==> src/design/ratiometric_temperature_smoother_macros.svh <==
// Assertion macros used by the datapath.
`ifndef RATIOMETRIC_TEMPERATURE_SMOOTHER_MACROS_SVH
`define RATIOMETRIC_TEMPERATURE_SMOOTHER_MACROS_SVH

// Assert that prop implies cons on the same edge.
`define RTS_ASSERT_IMP(label, clk, rst, prop, cons) \
   label: assert property (@(posedge clk) disable iff (rst) (prop) |-> (cons)) \
      else $error("assertion failed");

// Assert that prop implies cons on the next edge.
`define RTS_ASSERT_NEXT(label, clk, rst, prop, cons) \
   label: assert property (@(posedge clk) disable iff (rst) (prop) |=> (cons)) \
      else $error("assertion failed");

`endif

==> src/design/rts_pkg.sv <==
`timescale 1ns / 1ps
package rts_pkg;
   localparam int BlockLenDefault = 64;
   localparam int SmoothLenDefault = 8;
   localparam int NumCh = 6;
   localparam int NumPairs = 3;
   localparam int SampleW = 12;
   localparam int SumW = 20;
   localparam int TempW = 16;
   localparam int OffW = 11;
   localparam int ChW = 3;
   localparam int Gain = 2361;
   localparam int Bias = 2597;
   localparam logic [1:0] CsrSupply = 2'd0;
   localparam logic [1:0] CsrReturn = 2'd1;
   localparam logic [1:0] CsrAmbient = 2'd2;

   typedef enum logic [3:0] {
      ST_IDLE, ST_AVG, ST_FILL, ST_RSUM, ST_LEVEL, ST_DIVLOAD, ST_DIVRUN, ST_PAIR,
      ST_SEND
   } state_type;

   typedef struct packed {
      logic clear_ch;    // reset channel counter
      logic avg_step;    // compute average of current channel
      logic fill_step;   // write ring entry (first pass fill)
      logic rsum_step;   // accumulate one ring entry
      logic level_step;  // store level, advance channel
      logic div_load;
      logic div_step;
      logic pair_step;
      logic finish;
   } cmd_type;

   typedef struct packed {
      logic first;
      logic fill_done;
      logic rsum_done;
      logic ch_done;
      logic div_done;
      logic pair_done;
   } status_type;
endpackage

==> src/design/rts_if.sv <==
`timescale 1ns / 1ps
interface rts_req_if;
   logic valid;
   logic ready;
   logic [11:0] sample;
   logic [2:0] channel;
   logic last;
   modport source (output valid, sample, channel, last, input ready);
   modport sink (input valid, sample, channel, last, output ready);
endinterface

interface rts_rsp_if;
   logic valid;
   logic ready;
   logic signed [15:0] supply_display;
   logic signed [15:0] return_display;
   logic signed [15:0] ambient_display;
   logic [2:0] divide_fault;
   modport source (output valid, supply_display, return_display, ambient_display,
      divide_fault, input ready);
   modport sink (input valid, supply_display, return_display, ambient_display,
      divide_fault, output ready);
endinterface

==> src/design/ratiometric_temperature_smoother.sv <==
`timescale 1ns / 1ps
// Ratiometric temperature smoother.
// req channel: one word per converter sample (sample, channel, last).
// Samples are summed per channel as they arrive; a word without last
// returns no result and ready stays high.
// A word with last starts the end-of-block sequence: per channel an average
// step with a ring write and a ring sum (a ring fill on the first pass),
// then per pair a 24-bit restoring divider and a slew step.
// req ready is low during the sequence and while the result waits.
// rsp channel: one word per block with three display values and the
// divide fault bits; the word is held in an output register while rsp
// ready is low, and the block resumes taking samples once it is taken.
// csr port: write offsets for supply, return and ambient pairs while idle.
// Reset (synchronous, active high) clears sums, levels, displays, offsets
// and marks the next block as the first pass, which fills the ring.
module ratiometric_temperature_smoother #(
   parameter int BLOCK_LEN = rts_pkg::BlockLenDefault,
   parameter int SMOOTH_LEN = rts_pkg::SmoothLenDefault
) (
   input logic clock,
   input logic reset,
   rts_req_if.sink req,
   rts_rsp_if.source rsp,
   input logic csr_write,
   input logic [1:0] csr_index,
   input logic [rts_pkg::OffW-1:0] csr_data
);
   rts_pkg::cmd_type cmd;
   rts_pkg::status_type status;
   logic idle, acc_en, start;
   logic valid_ff;
   logic signed [rts_pkg::TempW-1:0] disp [rts_pkg::NumPairs];
   logic [rts_pkg::NumPairs-1:0] fault;

   assign req.ready = idle;
   assign acc_en = req.valid && idle;
   assign start = acc_en && req.last;

   rts_ctrl u_ctrl (
      .clock(clock), .reset(reset), .start(start), .rsp_busy(valid_ff && !rsp.ready),
      .status(status), .cmd(cmd), .idle(idle)
   );

   rts_datapath #(.BLOCK_LEN(BLOCK_LEN), .SMOOTH_LEN(SMOOTH_LEN)) u_dp (
      .clock(clock), .reset(reset), .acc_en(acc_en), .acc_sample(req.sample),
      .acc_channel(req.channel), .csr_write(csr_write), .csr_index(csr_index),
      .csr_data(csr_data), .cmd(cmd), .status(status), .disp_out(disp),
      .fault_out(fault)
   );

   always_ff @(posedge clock) begin
      if (reset) valid_ff <= 1'b0;
      else if (cmd.pair_step && status.pair_done) valid_ff <= 1'b1;
      else if (rsp.ready) valid_ff <= 1'b0;
   end

   assign rsp.valid = valid_ff;
   assign rsp.supply_display = disp[0];
   assign rsp.return_display = disp[1];
   assign rsp.ambient_display = disp[2];
   assign rsp.divide_fault = fault;
endmodule

==> src/design/rts_ctrl.sv <==
`timescale 1ns / 1ps
module rts_ctrl (
   input logic clock,
   input logic reset,
   input logic start,
   input logic rsp_busy,
   input rts_pkg::status_type status,
   output rts_pkg::cmd_type cmd,
   output logic idle
);
   rts_pkg::state_type state_ff, state_in;

   always_ff @(posedge clock) begin
      if (reset) state_ff <= rts_pkg::ST_IDLE;
      else state_ff <= state_in;
   end

   always_comb begin
      state_in = state_ff;
      unique case (state_ff)
         rts_pkg::ST_IDLE: if (start) state_in = rts_pkg::ST_AVG;
         rts_pkg::ST_AVG: state_in = status.first ? rts_pkg::ST_FILL : rts_pkg::ST_RSUM;
         rts_pkg::ST_FILL: if (status.fill_done) state_in = rts_pkg::ST_LEVEL;
         rts_pkg::ST_RSUM: if (status.rsum_done) state_in = rts_pkg::ST_LEVEL;
         rts_pkg::ST_LEVEL: state_in = status.ch_done ? rts_pkg::ST_DIVLOAD : rts_pkg::ST_AVG;
         rts_pkg::ST_DIVLOAD: state_in = rts_pkg::ST_DIVRUN;
         rts_pkg::ST_DIVRUN: if (status.div_done) state_in = rts_pkg::ST_PAIR;
         rts_pkg::ST_PAIR: state_in = status.pair_done ? rts_pkg::ST_SEND
                                                       : rts_pkg::ST_DIVLOAD;
         rts_pkg::ST_SEND: if (!rsp_busy) state_in = rts_pkg::ST_IDLE;
         default: state_in = rts_pkg::ST_IDLE;
      endcase
   end

   always_comb begin
      cmd = '0;
      idle = 1'b0;
      unique case (state_ff)
         rts_pkg::ST_IDLE: begin
            idle = 1'b1;
            cmd.clear_ch = 1'b1;
         end
         rts_pkg::ST_AVG: cmd.avg_step = 1'b1;
         rts_pkg::ST_FILL: cmd.fill_step = 1'b1;
         rts_pkg::ST_RSUM: cmd.rsum_step = 1'b1;
         rts_pkg::ST_LEVEL: cmd.level_step = 1'b1;
         rts_pkg::ST_DIVLOAD: cmd.div_load = 1'b1;
         rts_pkg::ST_DIVRUN: cmd.div_step = 1'b1;
         rts_pkg::ST_PAIR: cmd.pair_step = 1'b1;
         rts_pkg::ST_SEND: cmd.finish = !rsp_busy;
         default: cmd = '0;
      endcase
   end
endmodule

==> src/design/rts_datapath.sv <==
`timescale 1ns / 1ps
`include "ratiometric_temperature_smoother_macros.svh"
module rts_datapath #(
   parameter int BLOCK_LEN = rts_pkg::BlockLenDefault,
   parameter int SMOOTH_LEN = rts_pkg::SmoothLenDefault
) (
   input logic clock,
   input logic reset,
   input logic acc_en,
   input logic [rts_pkg::SampleW-1:0] acc_sample,
   input logic [rts_pkg::ChW-1:0] acc_channel,
   input logic csr_write,
   input logic [1:0] csr_index,
   input logic [rts_pkg::OffW-1:0] csr_data,
   input rts_pkg::cmd_type cmd,
   output rts_pkg::status_type status,
   output logic signed [rts_pkg::TempW-1:0] disp_out [rts_pkg::NumPairs],
   output logic [rts_pkg::NumPairs-1:0] fault_out
);
   localparam int PosW = (SMOOTH_LEN > 1) ? $clog2(SMOOTH_LEN) : 1;
   localparam int RingD = rts_pkg::NumCh * SMOOTH_LEN;
   localparam int AddrW = $clog2(RingD);
   localparam int RsW = rts_pkg::SampleW + $clog2(SMOOTH_LEN + 1);
   localparam int QW = 24;

   logic [rts_pkg::SumW-1:0] sums_ff [rts_pkg::NumCh];
   logic signed [rts_pkg::OffW-1:0] off_ff [rts_pkg::NumPairs];
   logic [rts_pkg::SampleW-1:0] ring_mem [RingD];
   logic [rts_pkg::SampleW-1:0] rd_ff;
   logic rd_valid_ff;
   logic [PosW-1:0] pos_ff;
   logic [PosW:0] idx_ff;
   logic [2:0] ch_ff;
   logic [1:0] pair_ff;
   logic [rts_pkg::SampleW-1:0] avg_ff;
   logic [RsW-1:0] rsum_ff;
   logic [rts_pkg::SampleW-1:0] lvl_ff [rts_pkg::NumCh];
   logic signed [rts_pkg::TempW-1:0] temp_ff [rts_pkg::NumPairs];
   logic signed [rts_pkg::TempW-1:0] disp_ff [rts_pkg::NumPairs];
   logic [rts_pkg::NumPairs-1:0] fault_ff;
   logic first_ff;
   logic [QW-1:0] num_ff, quo_ff;
   logic [rts_pkg::SampleW:0] rem_ff;
   logic [4:0] dcnt_ff;

   logic [rts_pkg::SumW-1:0] avg_full;
   logic [AddrW-1:0] waddr, raddr;
   logic ring_we;
   logic [rts_pkg::SampleW:0] rem_sh;
   logic [rts_pkg::SampleW-1:0] den;
   logic signed [QW+2:0] t_wide;
   logic signed [rts_pkg::TempW-1:0] t_sat, t_use, d_cur, d_new;
   logic [2:0] ch_sel;

   assign avg_full = rts_pkg::SumW'(sums_ff[ch_ff] / BLOCK_LEN);
   assign den = lvl_ff[{pair_ff, 1'b1}];
   assign ring_we = cmd.fill_step || (cmd.avg_step && !first_ff);
   assign waddr = AddrW'(ch_ff * SMOOTH_LEN) +
      AddrW'(cmd.fill_step ? idx_ff[PosW-1:0] : pos_ff);
   assign raddr = AddrW'(ch_ff * SMOOTH_LEN) + AddrW'(idx_ff[PosW-1:0]);
   assign ch_sel = acc_channel;

   always_ff @(posedge clock) begin
      if (ring_we) ring_mem[waddr] <= cmd.fill_step ? avg_ff :
         ((avg_full > 20'd4095) ? 12'd4095 : avg_full[rts_pkg::SampleW-1:0]);
      rd_ff <= ring_mem[raddr];
   end

   always_ff @(posedge clock) begin
      if (reset) begin
         for (int i = 0; i < rts_pkg::NumCh; i++) begin
            sums_ff[i] <= '0;
            lvl_ff[i] <= '0;
         end
         for (int i = 0; i < rts_pkg::NumPairs; i++) begin
            off_ff[i] <= '0;
            temp_ff[i] <= '0;
            disp_ff[i] <= '0;
         end
         pos_ff <= '0;
         first_ff <= 1'b1;
         idx_ff <= '0;
         ch_ff <= '0;
         pair_ff <= '0;
         fault_ff <= '0;
         rd_valid_ff <= 1'b0;
      end else begin
         if (csr_write) begin
            unique case (csr_index)
               rts_pkg::CsrSupply: off_ff[0] <= csr_data;
               rts_pkg::CsrReturn: off_ff[1] <= csr_data;
               rts_pkg::CsrAmbient: off_ff[2] <= csr_data;
               default: ;
            endcase
         end
         if (acc_en && ch_sel < 3'd6) begin
            if ({1'b0, sums_ff[ch_sel]} + 21'(acc_sample) > 21'hFFFFF)
               sums_ff[ch_sel] <= 20'hFFFFF;
            else sums_ff[ch_sel] <= sums_ff[ch_sel] + 20'(acc_sample);
         end
         rd_valid_ff <= cmd.rsum_step && (idx_ff <= (PosW+1)'(SMOOTH_LEN - 1));
         if (cmd.clear_ch) begin
            ch_ff <= '0;
            pair_ff <= '0;
            fault_ff <= '0;
         end
         if (cmd.avg_step) begin
            avg_ff <= (avg_full > 20'd4095) ? 12'd4095 : avg_full[rts_pkg::SampleW-1:0];
            sums_ff[ch_ff] <= '0;
            idx_ff <= '0;
            rsum_ff <= '0;
         end
         if (cmd.fill_step) idx_ff <= idx_ff + 1'b1;
         if (cmd.rsum_step) begin
            if (idx_ff <= (PosW+1)'(SMOOTH_LEN - 1)) idx_ff <= idx_ff + 1'b1;
            if (rd_valid_ff) rsum_ff <= rsum_ff + RsW'(rd_ff);
         end
         if (cmd.level_step) begin
            lvl_ff[ch_ff] <= first_ff ? avg_ff : 12'(rsum_ff / SMOOTH_LEN);
            ch_ff <= ch_ff + 1'b1;
         end
         if (cmd.div_load) begin
            num_ff <= QW'(lvl_ff[{pair_ff, 1'b0}] * rts_pkg::Gain);
            quo_ff <= '0;
            rem_ff <= '0;
            dcnt_ff <= '0;
         end
         if (cmd.div_step) begin
            rem_ff <= (rem_sh >= {1'b0, den}) ? rem_sh - {1'b0, den} : rem_sh;
            quo_ff <= {quo_ff[QW-2:0], rem_sh >= {1'b0, den}};
            num_ff <= {num_ff[QW-2:0], 1'b0};
            dcnt_ff <= dcnt_ff + 1'b1;
         end
         if (cmd.pair_step) begin
            if (den == '0) fault_ff[pair_ff] <= 1'b1;
            else temp_ff[pair_ff] <= t_sat;
            disp_ff[pair_ff] <= d_new;
            pair_ff <= pair_ff + 1'b1;
         end
         if (cmd.finish) begin
            first_ff <= 1'b0;
            if (!first_ff) pos_ff <= (pos_ff == PosW'(SMOOTH_LEN - 1)) ? '0 : pos_ff + 1'b1;
         end
      end
   end

   assign rem_sh = {rem_ff[rts_pkg::SampleW-1:0], num_ff[QW-1]};

   always_comb begin
      t_wide = $signed({3'b0, quo_ff}) - (QW+3)'(rts_pkg::Bias) +
         (QW+3)'(off_ff[pair_ff]);
      if (t_wide > 32767) t_sat = 16'sh7FFF;
      else if (t_wide < -32768) t_sat = -16'sh8000;
      else t_sat = t_wide[rts_pkg::TempW-1:0];
      t_use = (den == '0) ? temp_ff[pair_ff] : t_sat;
      d_cur = first_ff ? t_use : disp_ff[pair_ff];
      if (18'(d_cur) < 18'(t_use) - 18'sd1) d_new = d_cur + 16'sd1;
      else if (18'(d_cur) > 18'(t_use) + 18'sd1) d_new = d_cur - 16'sd1;
      else d_new = d_cur;
   end

   assign status.first = first_ff;
   assign status.fill_done = idx_ff == (PosW+1)'(SMOOTH_LEN - 1) && cmd.fill_step;
   assign status.rsum_done = idx_ff == (PosW+1)'(SMOOTH_LEN) && !rd_valid_ff &&
      cmd.rsum_step;
   assign status.ch_done = ch_ff == 3'd5;
   assign status.div_done = dcnt_ff == 5'(QW - 1);
   assign status.pair_done = pair_ff == 2'd2;

   always_comb begin
      for (int i = 0; i < rts_pkg::NumPairs; i++) disp_out[i] = disp_ff[i];
   end
   assign fault_out = fault_ff;

   `RTS_ASSERT_IMP(a_ch_range, clock, reset, cmd.level_step, ch_ff < 3'd6)
   `RTS_ASSERT_IMP(a_pair_range, clock, reset, cmd.pair_step, pair_ff < 2'd3)
   `RTS_ASSERT_NEXT(a_first_clears, clock, reset, cmd.finish, !first_ff)
endmodule
==> src/flat_wrapper.sv <==
// flat-port wrapper written by rule: the top's interface ports become plain ports
module ratiometric_temperature_smoother_flat 
#(
   parameter int BLOCK_LEN = rts_pkg::BlockLenDefault,
   parameter int SMOOTH_LEN = rts_pkg::SmoothLenDefault
)
  (clock, reset, csr_write, csr_index, csr_data, req_valid, req_sample, req_channel, req_last, req_ready, rsp_valid, rsp_supply_display, rsp_return_display, rsp_ambient_display, rsp_divide_fault, rsp_ready);
  rts_req_if req_i ();
  rts_rsp_if rsp_i ();
  input logic clock;
  input logic reset;
  input logic csr_write;
  input logic [1:0] csr_index;
  input logic [rts_pkg::OffW-1:0] csr_data;
  input wire logic [$bits(req_i.valid)-1:0] req_valid;
  input wire logic [$bits(req_i.sample)-1:0] req_sample;
  input wire logic [$bits(req_i.channel)-1:0] req_channel;
  input wire logic [$bits(req_i.last)-1:0] req_last;
  output wire logic [$bits(req_i.ready)-1:0] req_ready;
  output wire logic [$bits(rsp_i.valid)-1:0] rsp_valid;
  output wire logic [$bits(rsp_i.supply_display)-1:0] rsp_supply_display;
  output wire logic [$bits(rsp_i.return_display)-1:0] rsp_return_display;
  output wire logic [$bits(rsp_i.ambient_display)-1:0] rsp_ambient_display;
  output wire logic [$bits(rsp_i.divide_fault)-1:0] rsp_divide_fault;
  input wire logic [$bits(rsp_i.ready)-1:0] rsp_ready;
  assign req_i.valid = req_valid;
  assign req_i.sample = req_sample;
  assign req_i.channel = req_channel;
  assign req_i.last = req_last;
  assign req_ready = req_i.ready;
  assign rsp_valid = rsp_i.valid;
  assign rsp_supply_display = rsp_i.supply_display;
  assign rsp_return_display = rsp_i.return_display;
  assign rsp_ambient_display = rsp_i.ambient_display;
  assign rsp_divide_fault = rsp_i.divide_fault;
  assign rsp_i.ready = rsp_ready;
  ratiometric_temperature_smoother #(.BLOCK_LEN(BLOCK_LEN), .SMOOTH_LEN(SMOOTH_LEN)) u_core (.clock(clock), .reset(reset), .req(req_i), .rsp(rsp_i), .csr_write(csr_write), .csr_index(csr_index), .csr_data(csr_data));
endmodule
==> config.mk <==
export PLATFORM = sky130hd
export DESIGN_NAME = ratiometric_temperature_smoother_flat
export DESIGN_NICKNAME = d
export VERILOG_FILES = /design/src/design/rts_pkg.sv /design/src/design/rts_if.sv /design/src/design/ratiometric_temperature_smoother.sv /design/src/design/rts_ctrl.sv /design/src/design/rts_datapath.sv /design/src/flat_wrapper.sv
export VERILOG_INCLUDE_DIRS = /design/src /design/src/design
export SDC_FILE = /design/constraint.sdc
export NUM_CORES = 2
export LEC_CHECK = 0
export ABC_AREA = 1
export BUFFER_PORTS_ARGS = -buffer_cell sky130_fd_sc_hd__clkbuf_2
export CAP_MARGIN = 20
export CORE_UTILIZATION = 45
export DETAILED_ROUTE_END_ITERATION = 10
export PLACE_DENSITY = 0.61
export SYNTH_ARGS = -nofsm -noshare
export SYNTH_HDL_FRONTEND = slang
export SYNTH_SLANG_ARGS = --single-unit
==> constraint.sdc <==
create_clock -name clock -period 8.2 [get_ports clock]
set_input_delay 1.64 -clock clock [delete_from_list [all_inputs] [get_ports clock]]
set_output_delay 1.64 -clock clock [all_outputs]
set_load 0.02 [all_outputs]
==> results by group <==
Yosys
  – Post-Syn Nets: 5,610
  – Async set-or-reset flop fraction in the synthesized netlist: 0%
  – Synth Instances: about 5,400
  – Syn Std Cell Area: about 55,000 sq um
  – Primary FF master, synth: edfxtp_1
  – Flip-flop and latch count after synthesis: roughly 1,100
  – Sequential cell area fraction in the yosys report: around three fifths
  – EDFF count, synth: about 1,100
  – Warning count from the yosys run: 0
  – Number of distinct standard cells referenced by the synthesized netlist: 69
  – Avg Cell Area, Syn: around 10 sq um

Critical path
  – Worst-path maximum fanout: 14
  – Cell repeated most along the worst path: nand2_1
  – Category of the critical setup timing path: reg2reg
  – Element type at the critical path start: flip-flop
  – Crit path arrival time: between 7 and 8 ns
  – Crit path largest cell delay: a little under 0.4 ns
  – Worst path required time: around 8.6 ns
  – Setup crit end kind: flip-flop
  – Standard cell with the maximum stage delay on the critical path: ha_2

Power
  – Power density normalized to cell area: between 200 and 300 nW/um^2
  – Static leakage: about 0.023 uW
  – Peak supply drop: roughly 0.21 mV
  – Power after layout: approximately 16,000 uW

Clock tree
  – Clock tree from TritonCTS: built
  – Number of sinks on the clock net: between 1,000 and 1,500
  – Post-cts hold buffer count: 0
  – Clock-pin slew on the worst setup and hold paths: 0.07 ns
  – Count of H-tree levels built during CTS: 3
  – Num CTS Buffers: about 120
  – Clock latency of the later-clocked register in the worst-skew pair: ~0.73 ns
  – CTS max path bufs: 3
  – Clock root buffer: clkbuf_16

Timing
  – Final clock period utilization by the worst path: between 90% and 100%
  – Max frequency: ~130 MHz
  – Final setup viols: 0
  – Final hold violation count: 0
  – Max-Slew Margin vs Limit: approximately a quarter
  – Final hold slack: about 0.5 ns
  – Final critical delay including setup and external delays: approximately 7.6 ns
  – Transition time of the tightest slew-check pin: about 1.1 ns
  – Count of final max-slew check failures: 0
  – Max Clock Skew: 0.0540 ns

Place
  – Count of port buffers added during placement: 86
  – Final GP Congestion: 0.910
  – Detailed placement HPWL: approximately 96,000 um
  – Number of cells in the design after placement: 6,940

Cells and area
  – Fill cells: 10,900
  – Commonest non-fill, non-tap cell in the layout: edfxtp_1
  – Number of non-filler instances in the completed layout: approximately 7,200
  – Area added between synthesis and finish: 12.3%
  – Util after Layout: 51.0%
  – Fraction of layout instances using a drive strength above 1: between 10% and 20%
  – Final nets: about 5,700
  – Commonest cells after routing, fill and taps aside: edfxtp_1 (1,085), nor2_1 (971), nand2_1 (640)

Floorplanning
  – Ports: between 80 and 90
  – Rows: 128
  – Width of the die: 353 um
  – Die boundary height: ~350 um
  – Total Die Area: 124,000 sq um
  – Total core area: between 100,000 and 150,000 sq um
  – Initial Util: 45.4%

Detailed routing
  – Remaining routing DRC violations: 0
  – Final wirelength: around 150,000 um
  – Antenna-violating nets left: 0
  – TritonRoute pass-1 iters: 7
  – Initial detailed-routing violation count: about 4,000
  – Wirelength per Cell: 21.3 um
  – Avg Vias per Cell: approximately 5.6
  – Routed via count: 40,500

Worst hold path
  – Hold/Removal Path Class: reg2reg

Status
  – Outcome: finished, final reports clean

Global routing
  – Overflow left after global routing: 0
  – Number of antenna violations at the first check in global routing: 4
  – Largest net degree at the start of global routing: between 200 and 250
  – First-pass GRT wire length: around 230,000 um
  – Total global routing track utilization: between 20 and 25%
  – Via count of the first global-routing pass: between 30,000 and 40,000

Job
  – Number of max-cap violations: 0
## what timing repair did
action,4_1_cts,5_1_grt
setup endpoints to repair,0,64
resized for setup,0,40
setup buffers,0,5
## registers in the layout (all words and copies together), names as in the netlist, 15 cells and up, named ones only
signal / count
u_core.u_dp.ring_mem: 576
u_core.u_dp.sums_ff: 160
u_core.u_dp.lvl_ff: 96
u_core.u_dp.disp_ff: 64
u_core.u_dp.temp_ff: 64
u_core.u_dp.off_ff: 33
u_core.u_dp.num_ff: 24
u_core.u_dp.quo_ff: 24
u_core.u_dp.rsum_ff: 15
## layer usage
metal,part of all wire [%],GRT usage [%],vias to the layer above
li1,-,-,19000
met1,43,33.4,19800
met2,47,39.4,1359
met3,6.2,3.27,277
met4,3.1,7.83,8
met5,0.026,0,-
## power breakdown
part	internal, uW	switching, uW
clock	3060	2270
sequential	6930	95.2
combinational	1030	2550
total	11000	4910
## kinds of logic after synthesis
logic type / count (synthesis) / share of synthesized area (%)
and+or+nand+nor: 1972 / 14.7
adders and majority gates: 224 / 5.56
DFF: 1124 / 60.3
buffers and inverters: 704 / 4.88
xor gates and xnor gates: 106 / 1.69
muxes: 1 / 0.0181
AOI/OAI and AO/OA: 1221 / 12.8
## worst max-delay path, delay by kind of cell (launching register included)
family / cells / cell delay [ns]
AOI/OAI and AO/OA: 6 / 0.85
adders and majority gates: 4 / 1.12
DFF: 1 / 0.36
and+or+nand+nor: 33 / 3.77
xor gates and xnor gates: 2 / 0.42
buffers and inverters: 7 / 0.78
## cell usage after synthesis, drive strengths merged (35+ instances only)
master  count  area share, %
edfxtp   1085             59
nor2      995            6.9
nand2     690            4.9
o21ai     651            6.0
inv       420            2.9
a21oi     246            2.2
clkbuf    237            1.6
ha        188            4.3
nand3     179            1.7
o221ai    118            1.9
xor2       79            1.3
o22ai      71           0.80
o211ai     43           0.58
dfxtp      39            1.4
buf        37           0.35
fa         36            1.3
nor3       36           0.39
nand4      35           0.40
## layout make-up
class	instances	area [sq um]	share of cell area, %
inverters	430	1630	2.62
repair buffers	245	1730	2.78
flip-flops and latches	1124	33400	53.7
clock inverters	69	762	1.23
clock buffers	149	3110	5.00
multi-input cells	3524	19500	31.3
diodes	1	2.50	0.00403
well taps	1625	2030	3.27
## worst paths after layout
kind                                             from                         to  slack (ns)  depth (start not counted)
worst min register to register  u_core.u_dp.pos_ff[1]      u_core.u_dp.pos_ff[1]        0.49                          2
worst max-delay path            u_core.u_dp.quo_ff[1]  u_core.u_dp.disp_ff[2][4]        0.61                         52
worst min-delay path            u_core.u_dp.pos_ff[1]      u_core.u_dp.pos_ff[1]        0.49                          2
worst max register to register  u_core.u_dp.quo_ff[1]  u_core.u_dp.disp_ff[2][4]        0.61                         52
## per-stage QoR
| step | setup WS, ns | setup TNS, ns | instance area [sq um] |
|---|---|---|---|
| floorplan | 0.208 | 0 | 55300 |
| global placement | 0.264 | 0 | 57900 |
| detailed placement | 0.0665 | 0 | 58000 |
| CTS | 0.0412 | 0 | 61900 |
| global route | -0.0106 | -0.0156 | 62100 |
| finish | 0.611 | 0 | 62100 |
(Power assumes the default switching activity.)
